**config.mk**
```make
export PLATFORM = sky130hd
export DESIGN_NAME = rfb_addr
export DESIGN_NICKNAME = d
export VERILOG_FILES = /design/src/rtl/recursive_frame_blend_assert.svh /design/src/rtl/rfb_pkg.sv /design/src/rtl/rfb_addr.sv
export SDC_FILE = /design/constraint.sdc
export NUM_CORES = 1
export LEC_CHECK = 0
export BUFFER_PORTS_ARGS = -buffer_cell sky130_fd_sc_hd__clkbuf_2
export CORE_MARGIN = 2
export CORE_UTILIZATION = 50
export DETAILED_ROUTE_END_ITERATION = 8
export GPL_TIMING_DRIVEN = 0
export PLACE_DENSITY = 0.83
export SYNTH_ARGS = -nofsm -noshare
export SYNTH_HDL_FRONTEND = slang
export SYNTH_SLANG_ARGS = --single-unit
export TNS_END_PERCENT = 10
```
**constraint.sdc**
```tcl
create_clock -name clk -period 16.75 [get_ports clk]
set_clock_uncertainty 0.05 [all_clocks]
set_input_delay 0.8375 -clock clk [delete_from_list [all_inputs] [get_ports clk]]
set_output_delay 0.8375 -clock clk [all_outputs]
set_load 0.01 [all_outputs]
```
**src/rtl/recursive_frame_blend_assert.svh**
```systemverilog
// Assertion macros shared by the recursive frame blend RTL.
`ifndef RECURSIVE_FRAME_BLEND_ASSERT_SVH
`define RECURSIVE_FRAME_BLEND_ASSERT_SVH

// Same-cycle implication, disabled while reset is asserted.
`define RFB_ASSERT_NOW(label, ck, rn, ante, cons) \
	label: assert property (@(posedge ck) disable iff (!rn) (ante) |-> (cons)) \
		else $error("recursive_frame_blend: assertion failed");

// Next-cycle implication, disabled while reset is asserted.
`define RFB_ASSERT_NEXT(label, ck, rn, ante, cons) \
	label: assert property (@(posedge ck) disable iff (!rn) (ante) |=> (cons)) \
		else $error("recursive_frame_blend: assertion failed");

`endif

```
**src/rtl/rfb_pkg.sv**
```systemverilog
// Package: shared types, constants and helpers of the recursive frame blend.
package rfb_pkg;

	localparam int LANES  = 4;
	localparam int PIX_W  = 8;
	localparam int GAIN_W = 8;
	localparam int HIST_W = 18;
	localparam int FW_W   = 18;
	localparam int CFG_W  = 18;
	localparam int IDX_W  = 2;

	localparam int MAX_FRAME_WORDS_DEF = 131072;
	localparam int ALPHA_LANE_DEF      = 3;

	// Register indexes of the configuration port
	localparam logic [IDX_W-1:0] REG_MODE         = 2'd0;
	localparam logic [IDX_W-1:0] REG_INPUT_GAIN   = 2'd1;
	localparam logic [IDX_W-1:0] REG_HISTORY_GAIN = 2'd2;
	localparam logic [IDX_W-1:0] REG_FRAME_WORDS  = 2'd3;

	// Blend modes
	localparam logic MODE_RGBA = 1'b0;
	localparam logic MODE_YUV  = 1'b1;

	// Register reset values
	localparam logic [GAIN_W-1:0] INPUT_GAIN_RST   = 8'd255;
	localparam logic [GAIN_W-1:0] HISTORY_GAIN_RST = 8'd0;
	localparam logic [FW_W-1:0]   FRAME_WORDS_RST  = 18'd76800;

	// History reset: even lanes 128, odd lanes 0
	localparam logic [HIST_W-1:0] HIST_RST_EVEN = 18'd128;
	localparam logic [HIST_W-1:0] HIST_RST_ODD  = 18'd0;

	typedef logic [PIX_W-1:0]                pix_t;
	typedef logic [GAIN_W-1:0]               gain_t;
	typedef logic signed [HIST_W-1:0]        hist_t;
	typedef logic [LANES-1:0][HIST_W-1:0]    row_t;

	function automatic row_t reset_row();
		row_t r;
		for (int i = 0; i < LANES; i++) begin
			r[i] = (i % 2 == 0) ? HIST_RST_EVEN : HIST_RST_ODD;
		end
		return r;
	endfunction

endpackage

```
**src/rtl/rfb_addr.sv**
```systemverilog
// Word address generator: frame start, frame length wrap and advance per word.
module rfb_addr #(
	parameter int MAX_FRAME_WORDS = rfb_pkg::MAX_FRAME_WORDS_DEF,
	parameter int AW = 17,
	parameter int LW = 18
) (
	input  logic                     clk,
	input  logic                     arst_n,
	input  logic [rfb_pkg::FW_W-1:0] frame_words,
	input  logic                     frame_start,
	input  logic                     step,
	output logic [AW-1:0]            cur_addr
);

	localparam int CW = (LW > rfb_pkg::FW_W) ? LW : rfb_pkg::FW_W;
	localparam logic [CW-1:0] MAX_C = CW'(MAX_FRAME_WORDS);

	logic [AW-1:0] addr_q;
	logic [CW-1:0] fw_c;
	logic [CW-1:0] len;
	logic [AW-1:0] base;
	logic [CW-1:0] nxt;

	always_comb begin
		fw_c = CW'(frame_words);
		len  = (fw_c > MAX_C) ? MAX_C : fw_c;
		if (len == '0) begin
			len = CW'(1);
		end
		base = frame_start ? '0 : addr_q;
		// drop an address left beyond a shortened frame
		cur_addr = (CW'(base) >= len) ? '0 : base;
		nxt      = CW'(cur_addr) + CW'(1);
	end

	always_ff @(posedge clk or negedge arst_n) begin
		if (!arst_n) begin
			addr_q <= '0;
		end else if (step) begin
			addr_q <= (nxt >= len) ? '0 : nxt[AW-1:0];
		end
	end

endmodule

```
# After elaboration in Yosys (flattened, before gate mapping)
# Cells that the tools add are included.
[totals]
elab_cells = 11
in_bits = 22
reg_bits = 17
[op_classes]
addsub = 1
n_reduce_logical = 1
mux = 5
magnitude_cmp = 3
[ops]
columns = ["op", "count"]
rows = [
  ["$mux 17", 3],
  ["$mux 18", 2],
  ["$add 17x1->18 const B", 1],
  ["$ge 17x18->1", 1],
  ["$ge 18x18->1", 1],
  ["$gt 18x18->1 const B", 1],
  ["$logic_not 18->1", 1],
]

# Logic depth before layout (Yosys ltp)
[depth]
ltp_word = 9
mapped_depth = 30
ltp_nobuf = 27

# Worst setup path after synthesis
# Ideal clock, no wire load.
[synth_path]
path_type = "input port to flip-flop"
from = "input frame_words[11] in the netlist's numbering"
to = "register addr_q[9]"
stages = 30
arrival_ns = 6.742
path_slack_ns = 9.840
setup_ns = 0.118
path_buffers = 3
cell_sequence = "nor4_1 nand4_1 nor4_1 nand2b_1 clkbuf_1 nand2_1 ha_1 a211oi_2 nor2_1 nor3_1 a211o_1 o21ai_1 buf_2 nor3_1 ha_1 nand4b_2 or2_1 buf_6 or3_4 nor4_4 xnor2_1 nor2_1 ha_1 o21a_1 nor2_1 nor4_1 a22o_1 nor3_1 and4b_1 a21o_1"
[synth_via]
elab_chain_len = 9
[synth_lines]
columns = ["item", "line", "source"]
rows = [
  ["start, declared", "rfb_addr.sv:9", "input logic [rfb_pkg::FW_W-1:0] frame_words,"],
  ["$gt 18x18->1", "rfb_addr.sv:26", "len = (fw_c > MAX_C) ? MAX_C : fw_c;"],
  ["$mux 18 (*)", "rfb_addr.sv:26", ""],
  ["$logic_not 18->1", "rfb_addr.sv:27", "if (len == '0) begin"],
  ["$mux 18 (*)", "rfb_addr.sv:27", ""],
  ["$ge 17x18->1 (*)", "rfb_addr.sv:32", "cur_addr = (CW'(base) >= len) ? '0 : base;"],
  ["$mux 17 (*)", "rfb_addr.sv:32", ""],
  ["named net cur_addr[1]", "rfb_addr.sv:12", "output logic [AW-1:0] cur_addr"],
  ["$add 17x1->18 (*)", "rfb_addr.sv:33", "nxt = CW'(cur_addr) + CW'(1);"],
  ["$ge 18x18->1", "rfb_addr.sv:40", "addr_q <= (nxt >= len) ? '0 : nxt[AW-1:0];"],
  ["$mux 17 (*)", "rfb_addr.sv:40", ""],
  ["end signal, assigned", "rfb_addr.sv:40", ""],
  ["end, declared", "rfb_addr.sv:18", "logic [AW-1:0] addr_q;"],
]
# The timed path passes the listed nets; every way through them passes the cells marked *.
# A chain may end at the register's enable or synchronous reset.

# Final worst setup path
[layout_path]
from = "input frame_words[11] in the netlist's numbering"
to = "register addr_q[13]"
[layout_via]
elab_chain_len = 9
[layout_lines]
columns = ["item", "line"]
rows = [
  ["$gt 18x18->1", "rfb_addr.sv:26"],
  ["$mux 18 (*)", "rfb_addr.sv:26"],
  ["$logic_not 18->1", "rfb_addr.sv:27"],
  ["$mux 18 (*)", "rfb_addr.sv:27"],
  ["$ge 17x18->1", "rfb_addr.sv:32"],
  ["$mux 17", "rfb_addr.sv:32"],
  ["$add 17x1->18", "rfb_addr.sv:33"],
  ["$ge 18x18->1", "rfb_addr.sv:40"],
  ["$mux 17 (*)", "rfb_addr.sv:40"],
]
# Every way passes the cells marked *; elsewhere a longest branch is shown, timed or not.

==> results.md <==
Synthesis:
- The synthesized area per cell is 7.68 sq um.
- The Yosys step of the flow raised 0 warnings.
- The async set-reset flop share out of synthesis is 100%.
- Sorting the synthesized cells by area gives the leading types as sky130_fd_sc_hd__ha_1 19%, sky130_fd_sc_hd__dfrtp_1 18%, sky130_fd_sc_hd__nor2_1 6.8%.
- After synthesis the netlist holds a flip-flop and latch count of 17.
- The cell area that synthesis handed to floorplanning was 2370 sq um.
- The cell type with the largest total area after synthesis is sky130_fd_sc_hd__ha_1.
- The post-synthesis net count is 366.
- The share of the Yosys chip area taken by registers is 18.0%.
- The fraction of synthesized cell area taken by the top area cell type is 19.0%.
- The prevailing post-synth register cell is sky130_fd_sc_hd__dfrtp_1.
- Yosys mapped a number of flops with a built-in enable equal to 0.
- The gate count of the mapped netlist is 308.
- The count of unique library cells instantiated by Yosys is 59.

Place:
- At the end of routability-driven placement, the weighted congestion stood at 0.949.
- Input and output buffers added on the ports amount to 37.
- The number of placed instances with taps included is 399.
- The cell area reported after detailed placement is 2620 sq um.
- The wire-length estimate of the detail-placed layout is 5.55 mm.

Floorplanning:
- The die covers 5300 sq um.
- For this configuration, the core starts out at a cell density of 51.1%.
- The number of top-level pins is 39.
- The die is 72.8 um wide.
- The vertical die dimension is 72.8 um.
- The floorplan step defined a core boundary enclosing 4630 sq um.
- The total number of placement rows is 25.

STA:
- Dividing the final minimum period by the clock period gives 46.7%.
- The count of endpoints failing hold in the final timing report is 0.
- Summed over all failing endpoints, the final setup total negative slack is 0 ns.
- In this run the tightest slew margin relative to its limit is 57.5%.
- Setup violations remaining at the end of the flow were counted as 0.
- The number of max-slew violations in the final report is 0.
- Based on the critical path, the design can be clocked at up to 128 MHz.
- At the pin with the least slew margin, the transition time is 0.630 ns.
- The worst path needs 7.81 ns of the cycle, external delays included.
- Setup repair after global routing left no endpoint under its margin.

Power and ir drop:
- IR analysis of the VDD net gives a maximum drop of 53.9 uV.
- The static leakage power is 1.30 nW.
- The areal power density over the cells is 45.6 nW/um^2.

Clock network:
- The number of clock sinks is 17.
- The register clock-pin slew on the reported worst setup and hold paths is 0.08 ns.
- The H-tree level count is 1.
- The number of clock buffers inserted by TritonCTS is 3.
- The clock tree from TritonCTS is yes.
- The buffers inserted during post-CTS setup optimization is 0.
- The root buffer selected by CTS is sky130_fd_sc_hd__clkbuf_8.
- The clock latency at the later pin of the worst-skew pair is 0.26 ns.
- The number of buffers added to fix hold violations after cts is 0.
- The number of buffers on the longest clock path is 2.
- The post-CTS resize count is 0.

Run:
- The number of max-cap violations is 0.

Critical path:
- The cell family contributing the most delay on the critical path is simple AND/OR/NAND/NOR gates.
- The data required time at the worst endpoint is 16.88 ns.
- The worst reg2reg path startpoint is addr_q[9].
- The capturing element type of the critical path is a flop.
- The highest-delay cell along the critical path is sky130_fd_sc_hd__nor4_1.
- Along the worst path, the maximum fanout reaches 10.
- The largest stage delay on the critical path is 0.39 ns.
- At the worst endpoint, the arrival time is 7.94 ns.
- The critical path is of the primary input to flop type.
- The number of buffers and inverters on the critical path is 4.
- STA classifies the critical path startpoint as a primary input.
- The launch point of the worst path is frame_words[11].

Worst hold path:
- The worst hold path belongs to the class primary input to asynchronous set/reset pin.

GRT:
- The global-route congestion overflow total is 0.
- The pin count of the biggest net entering global routing is 18.
- The first global-routing pass estimated 10.9 mm of wire.
- Across every metal layer, demand over resource in global routing totals 26.2%.
- The number of global-route vias before repair came to 2378.
- The number of antenna violations at the first check in global routing is 0.

Detailed routing:
- The routed design has 6.69 mm of wire.
- Using the TritonRoute via totals, the vias-per-cell ratio works out to 6.33.
- In this run, the number of DRC markers left after iteration 0 of detailed routing was 161.
- The via count of the routed design is 2549.
- In this run the remaining antenna-violating nets after routing total 0.
- The first detailed-routing pass ran for 5 iterations.
- The detailed-route DRC error count is 0.
- The detailed-route wire length per cell is 16.6 um.

Layout:
- The largest register by flop count is addr_q.
- In the final layout, the registers with the most flip-flops are addr_q: 17 flops.
- The layout has 445 filler cells.
- For this run, the number of standard cells in the final layout without fillers is 403.
- Relative to the synthesized area, the layout overhead comes to 12.6%.
- The net count of the finished layout is 408.
- The layout cell share with drive strength beyond 1 is 16.6%.
- The final antenna diode count is 0.
- The register with the most flip-flops in the layout has 17 of them.
- After routing the design area is 2670 sq um.

Status:
- The run finished with clean final reports.
synth_stat cells, drive strengths merged, types with 2 or more instances:
| cell type | number |
|---|---|
| a32o | 2 |
| a22o | 5 |
| o211ai | 2 |
| o41ai | 2 |
| nand2 | 35 |
| nand2b | 10 |
| a21o | 3 |
| nor2 | 44 |
| o21ai | 18 |
| ha | 36 |
| clkbuf | 7 |
| and3 | 9 |
| a31oi | 2 |
| nor3 | 14 |
| or2 | 3 |
| xor2 | 4 |
| a21oi | 11 |
| inv | 11 |
| dfrtp | 17 |
| nand4b | 3 |
| nand3 | 6 |
| buf | 3 |
| and3b | 2 |
| xnor2 | 6 |
| nor4 | 9 |
| nand4 | 8 |
| o21a | 2 |
| o22ai | 3 |
| a211oi | 5 |
| nor2b | 8 |
kinds of logic (layout without fill, tap and decap cells):
| kind of cell | count (synthesis) | count (layout) | synth area share, % |
|---|---|---|---|
| AND/OR/NAND/NOR | 156 | 156 | 35.3 |
| flip-flops | 17 | 17 | 18.0 |
| XOR/XNOR | 10 | 10 | 3.70 |
| buffers and inverters | 22 | 63 | 4.02 |
| adder cells (fa/ha/maj) | 36 | 36 | 19.0 |
| AO/OA/AOI/OAI | 66 | 66 | 19.6 |
| multiplexers | 1 | 1 | 0.423 |
where the power goes:
group | leakage (nW) | internal, mW | switching (mW) | total (mW)
Sequential | 0.232 | 0.0435 | 0.00268 | 0.0462
Combinational | 1.05 | 0.0157 | 0.0274 | 0.0432
Clock | 0.0255 | 0.0165 | 0.0156 | 0.0321
Total | 1.30 | 0.0758 | 0.0457 | 0.122
cells in the final DEF, fill, tap and decap left out, types with 3 or more instances in the layout:
cell type                  count
sky130_fd_sc_hd__a21oi_1      11
sky130_fd_sc_hd__nor3_1       11
sky130_fd_sc_hd__nand4_1       8
sky130_fd_sc_hd__nor4_1        7
sky130_fd_sc_hd__ha_1         36
sky130_fd_sc_hd__o21ai_0      15
sky130_fd_sc_hd__a21o_1        3
sky130_fd_sc_hd__clkbuf_8      3
sky130_fd_sc_hd__xor2_1        4
sky130_fd_sc_hd__nor2b_1       8
sky130_fd_sc_hd__nand2b_1     10
sky130_fd_sc_hd__nand3_1       6
sky130_fd_sc_hd__a22o_1        5
sky130_fd_sc_hd__and3_1        9
sky130_fd_sc_hd__o22ai_1       3
sky130_fd_sc_hd__clkbuf_1      7
sky130_fd_sc_hd__nor3_2        3
sky130_fd_sc_hd__nor2_1       43
sky130_fd_sc_hd__a211oi_1      3
sky130_fd_sc_hd__inv_1        11
sky130_fd_sc_hd__o21ai_1       3
sky130_fd_sc_hd__dfrtp_1      17
sky130_fd_sc_hd__nand2_1      34
sky130_fd_sc_hd__xnor2_1       6
sky130_fd_sc_hd__clkbuf_2     37
through the flow:
step           util, %  hold WS [ns]  power, mW  setup WS, ns
2_1_floorplan        -         0.416     0.0748          9.84
3_3_place_gp      56.6         0.427     0.0872          8.99
3_5_place_dp      56.6         0.450     0.0892          8.78
4_1_cts           57.6         0.471      0.121          9.02
5_1_grt           57.6         0.488      0.129          8.46
6_report          57.6         0.468      0.122          8.94
worst reg2reg max path, cell delays in order (launching register included):
cell,delay (ns)
sky130_fd_sc_hd__dfrtp_1,0.40
sky130_fd_sc_hd__nand2b_1,0.29
sky130_fd_sc_hd__inv_1,0.24
sky130_fd_sc_hd__ha_1,0.36
sky130_fd_sc_hd__a21oi_1,0.19
sky130_fd_sc_hd__o21ai_0,0.10
sky130_fd_sc_hd__nor3_1,0.34
sky130_fd_sc_hd__a211o_1,0.25
sky130_fd_sc_hd__buf_4,0.18
sky130_fd_sc_hd__nand2_2,0.14
sky130_fd_sc_hd__nor2_1,0.37
sky130_fd_sc_hd__ha_1,0.35
sky130_fd_sc_hd__nand4b_2,0.18
sky130_fd_sc_hd__or2_1,0.27
sky130_fd_sc_hd__buf_6,0.13
sky130_fd_sc_hd__or3_4,0.39
sky130_fd_sc_hd__nor4_4,0.24
sky130_fd_sc_hd__xnor2_1,0.16
sky130_fd_sc_hd__nor2_1,0.07
sky130_fd_sc_hd__ha_1,0.21
sky130_fd_sc_hd__nor4_1,0.25
sky130_fd_sc_hd__o21ai_0,0.14
sky130_fd_sc_hd__a22o_1,0.22
sky130_fd_sc_hd__a22o_1,0.29
sky130_fd_sc_hd__nor3_2,0.38
sky130_fd_sc_hd__o21ai_0,0.26
sky130_fd_sc_hd__a2bb2oi_1,0.19
path summary, 6_finish.rpt:
kind | cells past startpoint | slack (ns) | to
min reg2reg | 1 | 0.47 | addr_q[9]
max | 31 | 8.94 | addr_q[13]
min in group clk | 1 | 0.47 | addr_q[9]
max reg2reg | 26 | 10.04 | addr_q[13]
max in group asynchronous | 1 | 15.85 | addr_q[13]
min | 1 | 0.47 | addr_q[5]
metal layers:
layer	global-route usage, %	vias to the layer above	part of all wire (%)
li1	-	1219	-
met1	35.4	1179	44
met2	44.5	129	47
met3	1.24	22	6.6
met4	8.85	0	2.2
met5	0	-	0
cell type report:
class | instances | area (sq um) | area share (%)
tap | 54 | 67.6 | 2.54
buffer | 10 | 50.0 | 1.88
clock buffer | 3 | 41.3 | 1.55
multi-input combinational | 269 | 1850 | 69.2
clock inverter | 1 | 5.00 | 0.188
sequential | 17 | 425 | 16.0
inverter | 12 | 45.0 | 1.69
timing repair buffer | 37 | 185 | 6.95
(Power assumes the default switching activity.)
