`config.mk`:
```
export PLATFORM = sky130hd
export DESIGN_NAME = rfb_blend
export DESIGN_NICKNAME = d
export VERILOG_FILES = /design/src/rtl/recursive_frame_blend_assert.svh /design/src/rtl/rfb_pkg.sv /design/src/rtl/rfb_blend.sv
export SDC_FILE = /design/constraint.sdc
export NUM_CORES = 1
export LEC_CHECK = 0
export BUFFER_PORTS_ARGS = -buffer_cell sky130_fd_sc_hd__buf_4
export CORE_MARGIN = 8
export CORE_UTILIZATION = 65
export DETAILED_ROUTE_END_ITERATION = 8
export PLACE_DENSITY = 0.85
export SYNTH_ARGS = -nofsm -noshare
export SYNTH_HDL_FRONTEND = slang
export SYNTH_SLANG_ARGS = --single-unit
```
`constraint.sdc`:
```
create_clock -name vclk -period 21.3
set_input_delay 2.13 -clock vclk [all_inputs]
set_output_delay 2.13 -clock vclk [all_outputs]
set_load 0.1 [all_outputs]
```
`src/rtl/recursive_frame_blend_assert.svh`:
```
// Assertion macros shared by the recursive frame blend RTL.
`ifndef RECURSIVE_FRAME_BLEND_ASSERT_SVH
`define RECURSIVE_FRAME_BLEND_ASSERT_SVH

// Same-cycle implication, disabled while reset is asserted.
`define RFB_ASSERT_NOW(label, ck, rn, ante, cons) \
	label: assert property (@(posedge ck) disable iff (!rn) (ante) |-> (cons)) \
		else $error("recursive_frame_blend: assertion failed");

// Next-cycle implication, disabled while reset is asserted.
`define RFB_ASSERT_NEXT(label, ck, rn, ante, cons) \
	label: assert property (@(posedge ck) disable iff (!rn) (ante) |=> (cons)) \
		else $error("recursive_frame_blend: assertion failed");

`endif

```
`src/rtl/rfb_pkg.sv`:
```
// Package: shared types, constants and helpers of the recursive frame blend.
package rfb_pkg;

	localparam int LANES  = 4;
	localparam int PIX_W  = 8;
	localparam int GAIN_W = 8;
	localparam int HIST_W = 18;
	localparam int FW_W   = 18;
	localparam int CFG_W  = 18;
	localparam int IDX_W  = 2;

	localparam int MAX_FRAME_WORDS_DEF = 131072;
	localparam int ALPHA_LANE_DEF      = 3;

	// Register indexes of the configuration port
	localparam logic [IDX_W-1:0] REG_MODE         = 2'd0;
	localparam logic [IDX_W-1:0] REG_INPUT_GAIN   = 2'd1;
	localparam logic [IDX_W-1:0] REG_HISTORY_GAIN = 2'd2;
	localparam logic [IDX_W-1:0] REG_FRAME_WORDS  = 2'd3;

	// Blend modes
	localparam logic MODE_RGBA = 1'b0;
	localparam logic MODE_YUV  = 1'b1;

	// Register reset values
	localparam logic [GAIN_W-1:0] INPUT_GAIN_RST   = 8'd255;
	localparam logic [GAIN_W-1:0] HISTORY_GAIN_RST = 8'd0;
	localparam logic [FW_W-1:0]   FRAME_WORDS_RST  = 18'd76800;

	// History reset: even lanes 128, odd lanes 0
	localparam logic [HIST_W-1:0] HIST_RST_EVEN = 18'd128;
	localparam logic [HIST_W-1:0] HIST_RST_ODD  = 18'd0;

	typedef logic [PIX_W-1:0]                pix_t;
	typedef logic [GAIN_W-1:0]               gain_t;
	typedef logic signed [HIST_W-1:0]        hist_t;
	typedef logic [LANES-1:0][HIST_W-1:0]    row_t;

	function automatic row_t reset_row();
		row_t r;
		for (int i = 0; i < LANES; i++) begin
			r[i] = (i % 2 == 0) ? HIST_RST_EVEN : HIST_RST_ODD;
		end
		return r;
	endfunction

endpackage

```
`src/rtl/rfb_blend.sv`:
```
// One lane of the blend: clamp history, weight, sum and saturate; the alpha lane passes through in RGBA mode.
module rfb_blend #(
	parameter int LANE = 0,
	parameter int ALPHA_LANE = rfb_pkg::ALPHA_LANE_DEF
) (
	input  logic           mode,
	input  rfb_pkg::gain_t input_gain,
	input  rfb_pkg::gain_t history_gain,
	input  rfb_pkg::pix_t  pix,
	input  rfb_pkg::hist_t hist,
	output rfb_pkg::pix_t  res,
	output rfb_pkg::hist_t hist_new
);

	localparam bit IS_ALPHA  = (LANE == ALPHA_LANE);
	localparam bit IS_CHROMA = (LANE % 2 == 0);

	logic [7:0]         hc8;
	logic [15:0]        px;
	logic [15:0]        ph8;
	logic [16:0]        rsum;
	logic [7:0]         rres;
	logic [15:0]        hc16;
	logic [23:0]        ph16;
	logic [16:0]        ysum;
	logic [15:0]        ysat;
	logic signed [15:0] hcs;
	logic signed [8:0]  xc;
	logic signed [16:0] cp;
	logic signed [16:0] hp;
	logic signed [17:0] csum;
	logic signed [15:0] csat;

	always_comb begin
		// RGBA colour lane
		hc8  = hist[17] ? 8'd0 : ((hist > 18'sd255) ? 8'd255 : hist[7:0]);
		px   = pix * input_gain;
		ph8  = hc8 * history_gain;
		rsum = {1'b0, px} + {1'b0, ph8};
		rres = rsum[16] ? 8'd255 : rsum[15:8];

		// luma: history carries eight fraction bits
		hc16 = hist[17] ? 16'd0 : ((hist > 18'sd65535) ? 16'hFFFF : hist[15:0]);
		ph16 = hc16 * history_gain;
		ysum = {1'b0, px} + {1'b0, ph16[23:8]};
		ysat = ysum[16] ? 16'hFFFF : ysum[15:0];

		// chroma: blend around the offset of 128
		if (hist < -18'sd32768) begin
			hcs = -16'sd32768;
		end else if (hist > 18'sd32767) begin
			hcs = 16'sd32767;
		end else begin
			hcs = hist[15:0];
		end
		xc   = $signed({1'b0, pix}) - 9'sd128;
		cp   = xc * $signed({1'b0, input_gain});
		hp   = $signed(hcs[15:8]) * $signed({1'b0, history_gain});
		csum = 18'(cp) + 18'(hp);
		if (csum < -18'sd32768) begin
			csat = -16'sd32768;
		end else if (csum > 18'sd32767) begin
			csat = 16'sd32767;
		end else begin
			csat = csum[15:0];
		end

		if (mode == rfb_pkg::MODE_RGBA) begin
			if (IS_ALPHA) begin
				// pass through, keep history as it was
				res      = pix;
				hist_new = hist;
			end else begin
				res      = rres;
				hist_new = {10'd0, rres};
			end
		end else if (IS_CHROMA) begin
			res      = {~csat[15], csat[14:8]};
			hist_new = {{2{csat[15]}}, csat};
		end else begin
			res      = ysat[15:8];
			hist_new = {2'd0, ysat};
		end
	end

endmodule
```
# After elaboration in Yosys (flattened, before gate mapping)

Cells that the tools add are included.

Input port bits: 43
Memory bits (writable): 0
Memories: 0
Logic and storage cells: 22
ROM bits: 0
Latch bits: 0
Bits in registers: 0

Shifts and indexed selects: 0
Eq/ne operators: 0
Mux-type cells: 9
Reductions and logical operators: 0
Add/subtract/negate cells: 3
Order comparisons: 5
Multiply operators: 4
Div/mod/pow operators: 0
Bitwise logic cells: 1

Operators with widths:

| operator                                                                | number |
|---|---|
| 16-bit two-way mux                                                      | 4 |
| 18-bit by 16-bit > comparator with 1-bit output (second input constant) | 2 |
| 18-bit by 16-bit < comparator with 1-bit output (second input constant) | 2 |
| 8-bit by 8-bit multiplier with 16-bit output                            | 2 |
| 8-bit two-way mux                                                       | 4 |
| 17-bit by 17-bit adder with 18-bit output                               | 1 |
| 18-bit by 9-bit > comparator with 1-bit output (second input constant)  | 1 |
| 18-bit two-way mux                                                      | 1 |
| 16-bit by 16-bit adder with 17-bit output                               | 1 |
| 8-bit by 9-bit multiplier with 17-bit output                            | 1 |
| 9-bit by 9-bit multiplier with 17-bit output                            | 1 |
| 8-bit by 8-bit subtractor with 9-bit output (second input constant)     | 1 |
| 1-bit inverter                                                          | 1 |

# Depth between registers and ports, before layout

Gate-level depths: netlist of the first run.

Depth after elaboration: 10
Mapped depth: 32
Depth with buffers taken out: 30

# Least setup slack after synthesis of the first run

Ideal clock, no wire load.

Path type: input-to-output
Start point: input input_gain[1]
End point: output res[6]
Buffers on the path: 1
Arrival: 11.252 ns
Data required time: 19.170 ns
Stages: 28
Setup slack: 7.918 ns
Cells stage by stage: clkbuf_1 > nand2_1 > fa_1 > inv_1 > fa_1 > ha_1 > inv_1 > fa_1 > inv_1 > fa_1 > xnor2_1 > fa_1 > inv_1 > fa_1 > fa_1 > fa_1 > inv_1 > fa_1 > inv_1 > ha_1 > o21a_1 > a211oi_1 > o21a_1 > nor3_1 > a211oi_1 > o21ai_1 > a31oi_1 > or2_1

Longest elaborated chain between the ends: 6

RTL lines:

| what                                            | RTL line        | source |
|---|---|---|
| start, declared                                 | rfb_blend.sv:7  | `input rfb_pkg::gain_t input_gain,` |
| 9-bit by 9-bit multiplier with 17-bit output    | rfb_blend.sv:57 | `cp = xc * $signed({1'b0, input_gain});` |
| 17-bit by 17-bit adder with 18-bit output       | rfb_blend.sv:59 | `csum = 18'(cp) + 18'(hp);` |
| 18-bit by 16-bit > comparator with 1-bit output | rfb_blend.sv:62 | `end else if (csum > 18'sd32767) begin` |
| 16-bit two-way mux                              | rfb_blend.sv:62 |  |
| 16-bit two-way mux                              | rfb_blend.sv:60 | `if (csum < -18'sd32768) begin` |
| 8-bit two-way mux *                             | rfb_blend.sv:68 | `if (mode == rfb_pkg::MODE_RGBA) begin` |
| end, declared                                   | rfb_blend.sv:11 | `output rfb_pkg::pix_t res,` |

Mark *: on every way between the ends. The rest lies on a longest branch, timed or not.

# Worst setup path in the final report of the first run

Start point: input pix[7]
End point: output res[6]

Longest elaborated chain between the ends: 7

RTL lines:

| what                                            | RTL line        | source |
|---|---|---|
| start, declared                                 | rfb_blend.sv:9  | `input rfb_pkg::pix_t pix,` |
| 8-bit by 8-bit subtractor with 9-bit output     | rfb_blend.sv:56 | `xc = $signed({1'b0, pix}) - 9'sd128;` |
| 9-bit by 9-bit multiplier with 17-bit output    | rfb_blend.sv:57 |  |
| 17-bit by 17-bit adder with 18-bit output       | rfb_blend.sv:59 |  |
| 18-bit by 16-bit > comparator with 1-bit output | rfb_blend.sv:62 |  |
| 16-bit two-way mux                              | rfb_blend.sv:62 |  |
| 16-bit two-way mux                              | rfb_blend.sv:60 |  |
| 8-bit two-way mux *                             | rfb_blend.sv:68 |  |

Marks and branches as above.

==> metrics.md, run 1 <==
| Metric | Value |
|---|---|
| Core Area | between 15,000 and 20,000 µm² |
| Die ar. | 19,500 µm² |
| Ant. Diodes | 0 |
| Worst-Margin Slew | 1230 ps |
| Top post-synthesis cells by area | fa_1, ha_1, inv_1, and2_1, nand2_1 |
| Grt ovf | 0 |
| Yosys top cell by area | fa_1 |
| CP max-delay cell | o21ai_1 |
| Number of global-route vias before repair | 7,868 |
| Width of the die | 140 µm |
| Final setup TNS | 0 ps |
| Worst EP required | 19,170 ps |
| Die Y | roughly 140 µm |
| Placer Congestion | between 0.9 and 1 |
| Iter 0 DRT Violations | about 460 |
| WP buf/inv | 8 |
| Most used cell, CP | fa_1 |
| Post-DP HPWL | ~20,000 µm |
| Fin nets | 1,577 |
| Drt total wl | 22,300 µm |
| DRC Markers | 0 |
| Fin. max-slew vios | 0 |
| Routed vias/inst | between 5 and 6 |
| Min Hold Slack | about 4700 ps |
| Net count after synthesis | about 1,500 |
| Register area share after synthesis | 0% |
| Clk_buf instances | 0 |
| Tot GR Track Use | about a quarter |
| IO Port Bufs | 69 |
| Detail Route Antenna Nets | 0 |
| Layout cells sized above 1 | roughly 7.5% |
| Run status | finished, final reports clean |
| Syn avg cell area | 8.72 µm² |
| Top-area cell type share of the netlist area | roughly two fifths |
| Total setup buffers inserted after CTS | 0 |
| Ys Warns | 0 |
| Mapped Area | about 9900 µm² |
| Setup Crit Path Kind | primary input to output pin |
| Via count | ~7,600 |
| Worst Setup Start Kind | primary input |
| Count leader, synth | inv_1 |
| Placed Instance Area | 10,500 µm² |
| Gates resized, CTS repair | 0 |
| Worst hold path type | primary input to output pin |
| Max FO, Critical Path | 21 |
| # fillers | roughly 1,200 |
| Row cnt | 45 |
| RSZ-0062 raised after global routing | no |
| Initial antenna violation count | 0 |
| Wirelength per Cell | 16.3 µm |
| Max cap viols | 0 |
| I/O pins | 69 |
| Synth cell types | between 50 and 60 |
| Footprint of the multi-input gates | just under 9000 µm² |
| Largest net degree at the start of global routing | 30 |
| CP top delay family | adder cells |
| Final instance area | ~11,000 µm² |
| Initial Util | 66.0% |
| Crit path largest cell delay | 1000 ps |
| Final setup viols | 0 |
| CTS Hold Bufs | 0 |
| Register area | 0 µm² |
| DRT Pass-1 Iters | 5 |
| Final Cycle Share | around 60% |
| WP data arrival | around 11,000 ps |
| Period minus WS final | approximately 13,000 ps |
| Area growth, synth to finish | 6.18% |
| First-pass GRT wire length | 37,800 µm |
| Mapped Cells | about 1,100 |
| Worst setup EP type | output pin |
| Count of final hold-check violations | 0 |
| Relative slew slack | 17.4% |
| Leading cell types by count after synthesis | inv_1, fa_1, ha_1, and2_1, nand2_1 |
| Seq Cell Count | 0 |
| Peak Freq | a little under 0.08 GHz |
cells by family after synthesis:
kind of cell / synth area share, %
adders and majority gates: 59.4
and+or+nand+nor: 17.4
muxes: 0.101
AOI/OAI and AO/OA: 8.61
buffers and inverters: 12.1
xor gates and xnor gates: 2.39
path summary, 6_finish.rpt:
check              start  endpoint  slack (ps)  cells after the start
setup / recovery  pix[7]    res[6]        8440                     28
hold / removal      mode    res[3]        4740                      3
cell type report:
class	instances	area share (%)
repair buffers	69	4.92
multi-input cells	831	82.8
inverters	283	10.1
well taps	188	2.23
layout by cell type (no fill, tap or decap), types with 2 or more instances in the layout:
| master | synthesis | layout |
|---|---|---|
| o31ai_2 | 3 | 3 |
| nand2_1 | 105 | 105 |
| a211oi_1 | 7 | 7 |
| xnor2_1 | 22 | 22 |
| o21a_1 | 15 | 15 |
| nor3_1 | 8 | 8 |
| a2111o_1 | 2 | 2 |
| buf_4 | 2 | 69 |
| o22ai_1 | 9 | 9 |
| nor2_1 | 56 | 56 |
| nor3_2 | 3 | 3 |
| nand2b_1 | 8 | 8 |
| a21oi_1 | 32 | 32 |
| a211o_1 | 4 | 4 |
| nor2b_1 | 10 | 10 |
| o21ai_1 | 14 | 14 |
| xor2_1 | 5 | 5 |
| inv_1 | 283 | 283 |
| o21ai_0 | 10 | 10 |
| nand3_1 | 7 | 7 |
| a21o_1 | 9 | 9 |
| and2_1 | 106 | 106 |
| fa_1 | 203 | 203 |
| or2_1 | 3 | 3 |
| and3_1 | 3 | 3 |
| a31oi_1 | 7 | 7 |
| nor3b_1 | 2 | 2 |
| o211ai_1 | 4 | 4 |
| ha_1 | 146 | 146 |
| or2_2 | 2 | 2 |
| nor4_2 | 3 | 3 |
| or3_1 | 3 | 3 |
per-stage QoR:
step           utilization [%]  worst slack (ps)  instances
6_report                  70.0              8440       1371
5_1_grt                   70.0              7950       1371
4_1_cts                   70.0              8530       1371
3_5_place_dp              70.0              8540       1371
3_3_place_gp              70.0              8730       1371
2_1_floorplan                -              7920       1137
per-layer routing:
| metal | track usage [%] | vias up | share of wire [%] |
|---|---|---|---|
| li1 | - | 3580 | - |
| met1 | 29.3 | 3775 | 39 |
| met2 | 42.9 | 244 | 52 |
| met3 | 1.50 | 46 | 5.3 |
| met4 | 7.28 | 0 | 3.7 |
| met5 | 0 | - | 0 |
Power of run 1 is left out: the tool's default activity adds up to more than one toggle a clock period on the data nets, which glitch-free logic cannot reach.
==> run 2, diff against run 1 <==
--- a/config.mk
+++ b/config.mk
@@ -5,11 +5,12 @@
 export SDC_FILE = /design/constraint.sdc
 export NUM_CORES = 1
 export LEC_CHECK = 0
+export ABC_AREA = 1
 export BUFFER_PORTS_ARGS = -buffer_cell sky130_fd_sc_hd__buf_4
 export CORE_MARGIN = 8
-export CORE_UTILIZATION = 65
+export CORE_UTILIZATION = 59
 export DETAILED_ROUTE_END_ITERATION = 8
-export PLACE_DENSITY = 0.85
+export PLACE_DENSITY = 0.81
 export SYNTH_ARGS = -nofsm -noshare
 export SYNTH_HDL_FRONTEND = slang
 export SYNTH_SLANG_ARGS = --single-unit
==> constraint.sdc (replaced) <==
create_clock -name vclk -period 10.9
set_input_delay 1.09 -clock vclk [all_inputs]
set_output_delay 1.09 -clock vclk [all_outputs]
set_load 0.1 [all_outputs]
==> run 2 against run 1 <==
Area after synthesis fell by 0.90%; clock-buffer cell count is the same; final cell count is 12% higher; sequential share of layout area is the same; critical path depth is 4 higher; via count grew 5.1%; die area up 8.1%; cell area is 0.33% lower; synthesized cell count is 12% higher; core utilization fell by 6.1 points; setup slack got worse by 7500 ps; worst hold slack worse by 2100 ps.
==> metrics.md, run 2 <==
| Metric | Value |
|---|---|
| Ant. Diodes | 0 (unchanged) |
| Routed vias/inst | 5.25 (was 5.58) |
| Peak Freq | around 0.1 GHz |
| Worst hold path type | primary input to output pin (unchanged) |
| DRT Pass-1 Iters | 5 (unchanged) |
| Area growth, synth to finish | 6.79% (was 6.18%) |
| Max cap viols | 0 (unchanged) |
| First-pass GRT wire length | 41,600 µm (was 37,800 µm) |
| WP buf/inv | 7 (was 8) |
| Drt total wl | 23,500 µm (was 22,300 µm) |
| Worst-Margin Slew | 1060 ps (was 1230 ps) |
| Placed Instance Area | 10,500 µm² (about the same) |
| Crit path largest cell delay | 570 ps (was 1000 ps) |
| Final instance area | 10,500 µm² (about the same) |
| Fin nets | 1,704 (was 1,577) |
| Worst EP required | 9810 ps (was 19,170 ps) |
| Period minus WS final | 9960 ps |
| Seq Cell Count | 0 (unchanged) |
| Mapped Area | 9830 µm² (was 9910 µm²) |
| Detail Route Antenna Nets | 0 (unchanged) |
| CP max-delay cell | fa_1 (was o21ai_1) |
| Via count | 8,036 (was 7,645) |
| Ys Warns | 0 (unchanged) |
| Leading cell types by count after synthesis | inv_1, nand2_1, fa_1, ha_1, nor2_1 (was inv_1, fa_1, ha_1, and2_1, nand2_1) |
| Initial Util | 59.9% (was 66.0%) |
| Worst Setup Start Kind | primary input (unchanged) |
| Final Cycle Share | between 90% and 100% |
| IO Port Bufs | 69 (unchanged) |
| CP top delay family | adder cells (unchanged) |
| Grt ovf | 0 (unchanged) |
| Commonest cells after routing, fill and taps aside | inv_1, nand2_1, fa_1 (was inv_1, fa_1, ha_1) |
| Number of global-route vias before repair | 8,967 (was 7,868) |
| Final setup viols | 0 (unchanged) |
| Placer Congestion | 0.996 (was 0.908) |
| Top-area cell type share of the netlist area | 41.4% (was 41.0%) |
| Die ar. | 21,000 µm² (was 19,500 µm²) |
| Synth cell types | 39 (was 58) |
| Core Area | 16,400 µm² (was 15,000 µm²) |
| Post-DP HPWL | 21,300 µm (was 19,800 µm) |
| Largest net degree at the start of global routing | 21 (was 30) |
| Most common cell after layout, fill and taps aside | inv_1 (unchanged) |
| Fin. max-slew vios | 0 (unchanged) |
| Max FO, Critical Path | 15 (was 21) |
| # fillers | 1,373 (was 1,164) |
| Footprint of the multi-input gates | 8270 µm² (was 8710 µm²) |
| Min Hold Slack | 2680 ps (was 4740 ps) |
| Yosys top cell by area | fa_1 (unchanged) |
| Most used cell, CP | nand2_1 (was fa_1) |
| Top post-synthesis cells by area | fa_1, ha_1, inv_1, nand2_1, nor2_1 (was fa_1, ha_1, inv_1, and2_1, nand2_1) |
| I/O pins | 69 (unchanged) |
| CTS Hold Bufs | 0 (unchanged) |
| Register area share after synthesis | 0% (unchanged) |
| Die Y | 145 µm (was 140 µm) |
| Iter 0 DRT Violations | 500 (was 458) |
| Total setup buffers inserted after CTS | 0 (unchanged) |
| Mapped Cells | 1,269 (was 1,137) |
| Setup Crit Path Kind | primary input to output pin (unchanged) |
| Clk_buf instances | 0 (unchanged) |
| DRC Markers | 0 (unchanged) |
| Critical path launch point | pix[7] (unchanged) |
| WP data arrival | 8870 ps (was 10,730 ps) |
| Initial antenna violation count | 0 (unchanged) |
| Count leader, synth | inv_1 (unchanged) |
| Register area | 0 µm² (unchanged) |
| Syn avg cell area | 7.74 µm² (was 8.72 µm²) |
| Worst setup EP type | output pin (unchanged) |
| Width of the die | 145 µm (was 140 µm) |
| Row cnt | 47 (was 45) |
| Instance count on the critical path | 32 (was 28) |
| Gates resized, CTS repair | 0 (unchanged) |
| Final setup TNS | 0 ps (unchanged) |
| Layout cells sized above 1 | 7.10% (was 7.52%) |
| Wirelength per Cell | 15.4 µm (was 16.3 µm) |
| Count of final hold-check violations | 0 (unchanged) |
| RSZ-0062 raised after global routing | no (unchanged) |
| Critical Path End | res[0] (was res[6]) |
| Tot GR Track Use | 23.6% (about the same) |
| Relative slew slack | 28.6% (was 17.4%) |
| Run status | finished, final reports clean (unchanged) |
| Net count after synthesis | 1,661 (was 1,529) |
run 2: cell count changes in the layout (fill, tap and decap cells not counted), sizes merged, moves of 7 or more:
cell and delta:
nand2 +154, and2 -104, inv +91, nor2 +42
nand3 +16, o21a -15, a21oi +13, xor2 +13
nor2b -10, o22ai -9, xnor2 -9, nand2b -8
a21o -7
run 2: cell families after synthesis:
group                    share of synthesized area, %
XOR/XNOR                                         2.95
buffers and inverters                            15.8
adder cells (fa/ha/maj)                          60.0
AND/OR/NAND/NOR                                  16.7
AO/OA/AOI/OAI                                    4.60
run 2: area by class of cell:
| type | instances | share of cell area (%) |
|---|---|---|
| Timing Repair Buffer | 72 | 5.15 |
| Multi-Input combinational cell | 863 | 78.8 |
| Inverter | 375 | 13.4 |
| Tap cell | 220 | 2.62 |
run 2: how the worst min path moves through the flow:
stage	startpoint	endpoint	slack, ps	depth (start not counted)
final	mode	res[7]	2680	4
after global routing	mode	res[7]	2690	4
after CTS	mode	res[7]	2680	4
after detailed placement	mode	res[7]	2680	4
after global placement	mode	res[7]	2680	4
after floorplan	mode	hist_new[15]	2670	2
run 2: tightest hold or removal path: stages:
cell and delay [ps]:
buf_4 120, nand2_2 90, nand2_1 60, buf_4 220
run 2: through the flow:
| stage | setup slack [ps] | utilization (%) | std cells |
|---|---|---|---|
| floorplan | 600 | - | 1269 |
| global placement | 1120 | 64.0 | 1530 |
| detailed placement | 1020 | 64.0 | 1530 |
| CTS | 1010 | 64.0 | 1530 |
| global route | 410 | 64.0 | 1530 |
| finish | 937 | 64.0 | 1530 |
run 2: per-layer routing:
metal  share of wire, %  vias to the layer above  track usage, %  wire, µm
li1                   -                     3776               -         -
met1                 40                     3907            29.5      9330
met2                 49                      301            40.7     11400
met3                8.1                       52            4.04      1910
met4                3.5                        0            7.60       833
met5                  0                        -               0         0
Power of run 2 is left out for the same reason.
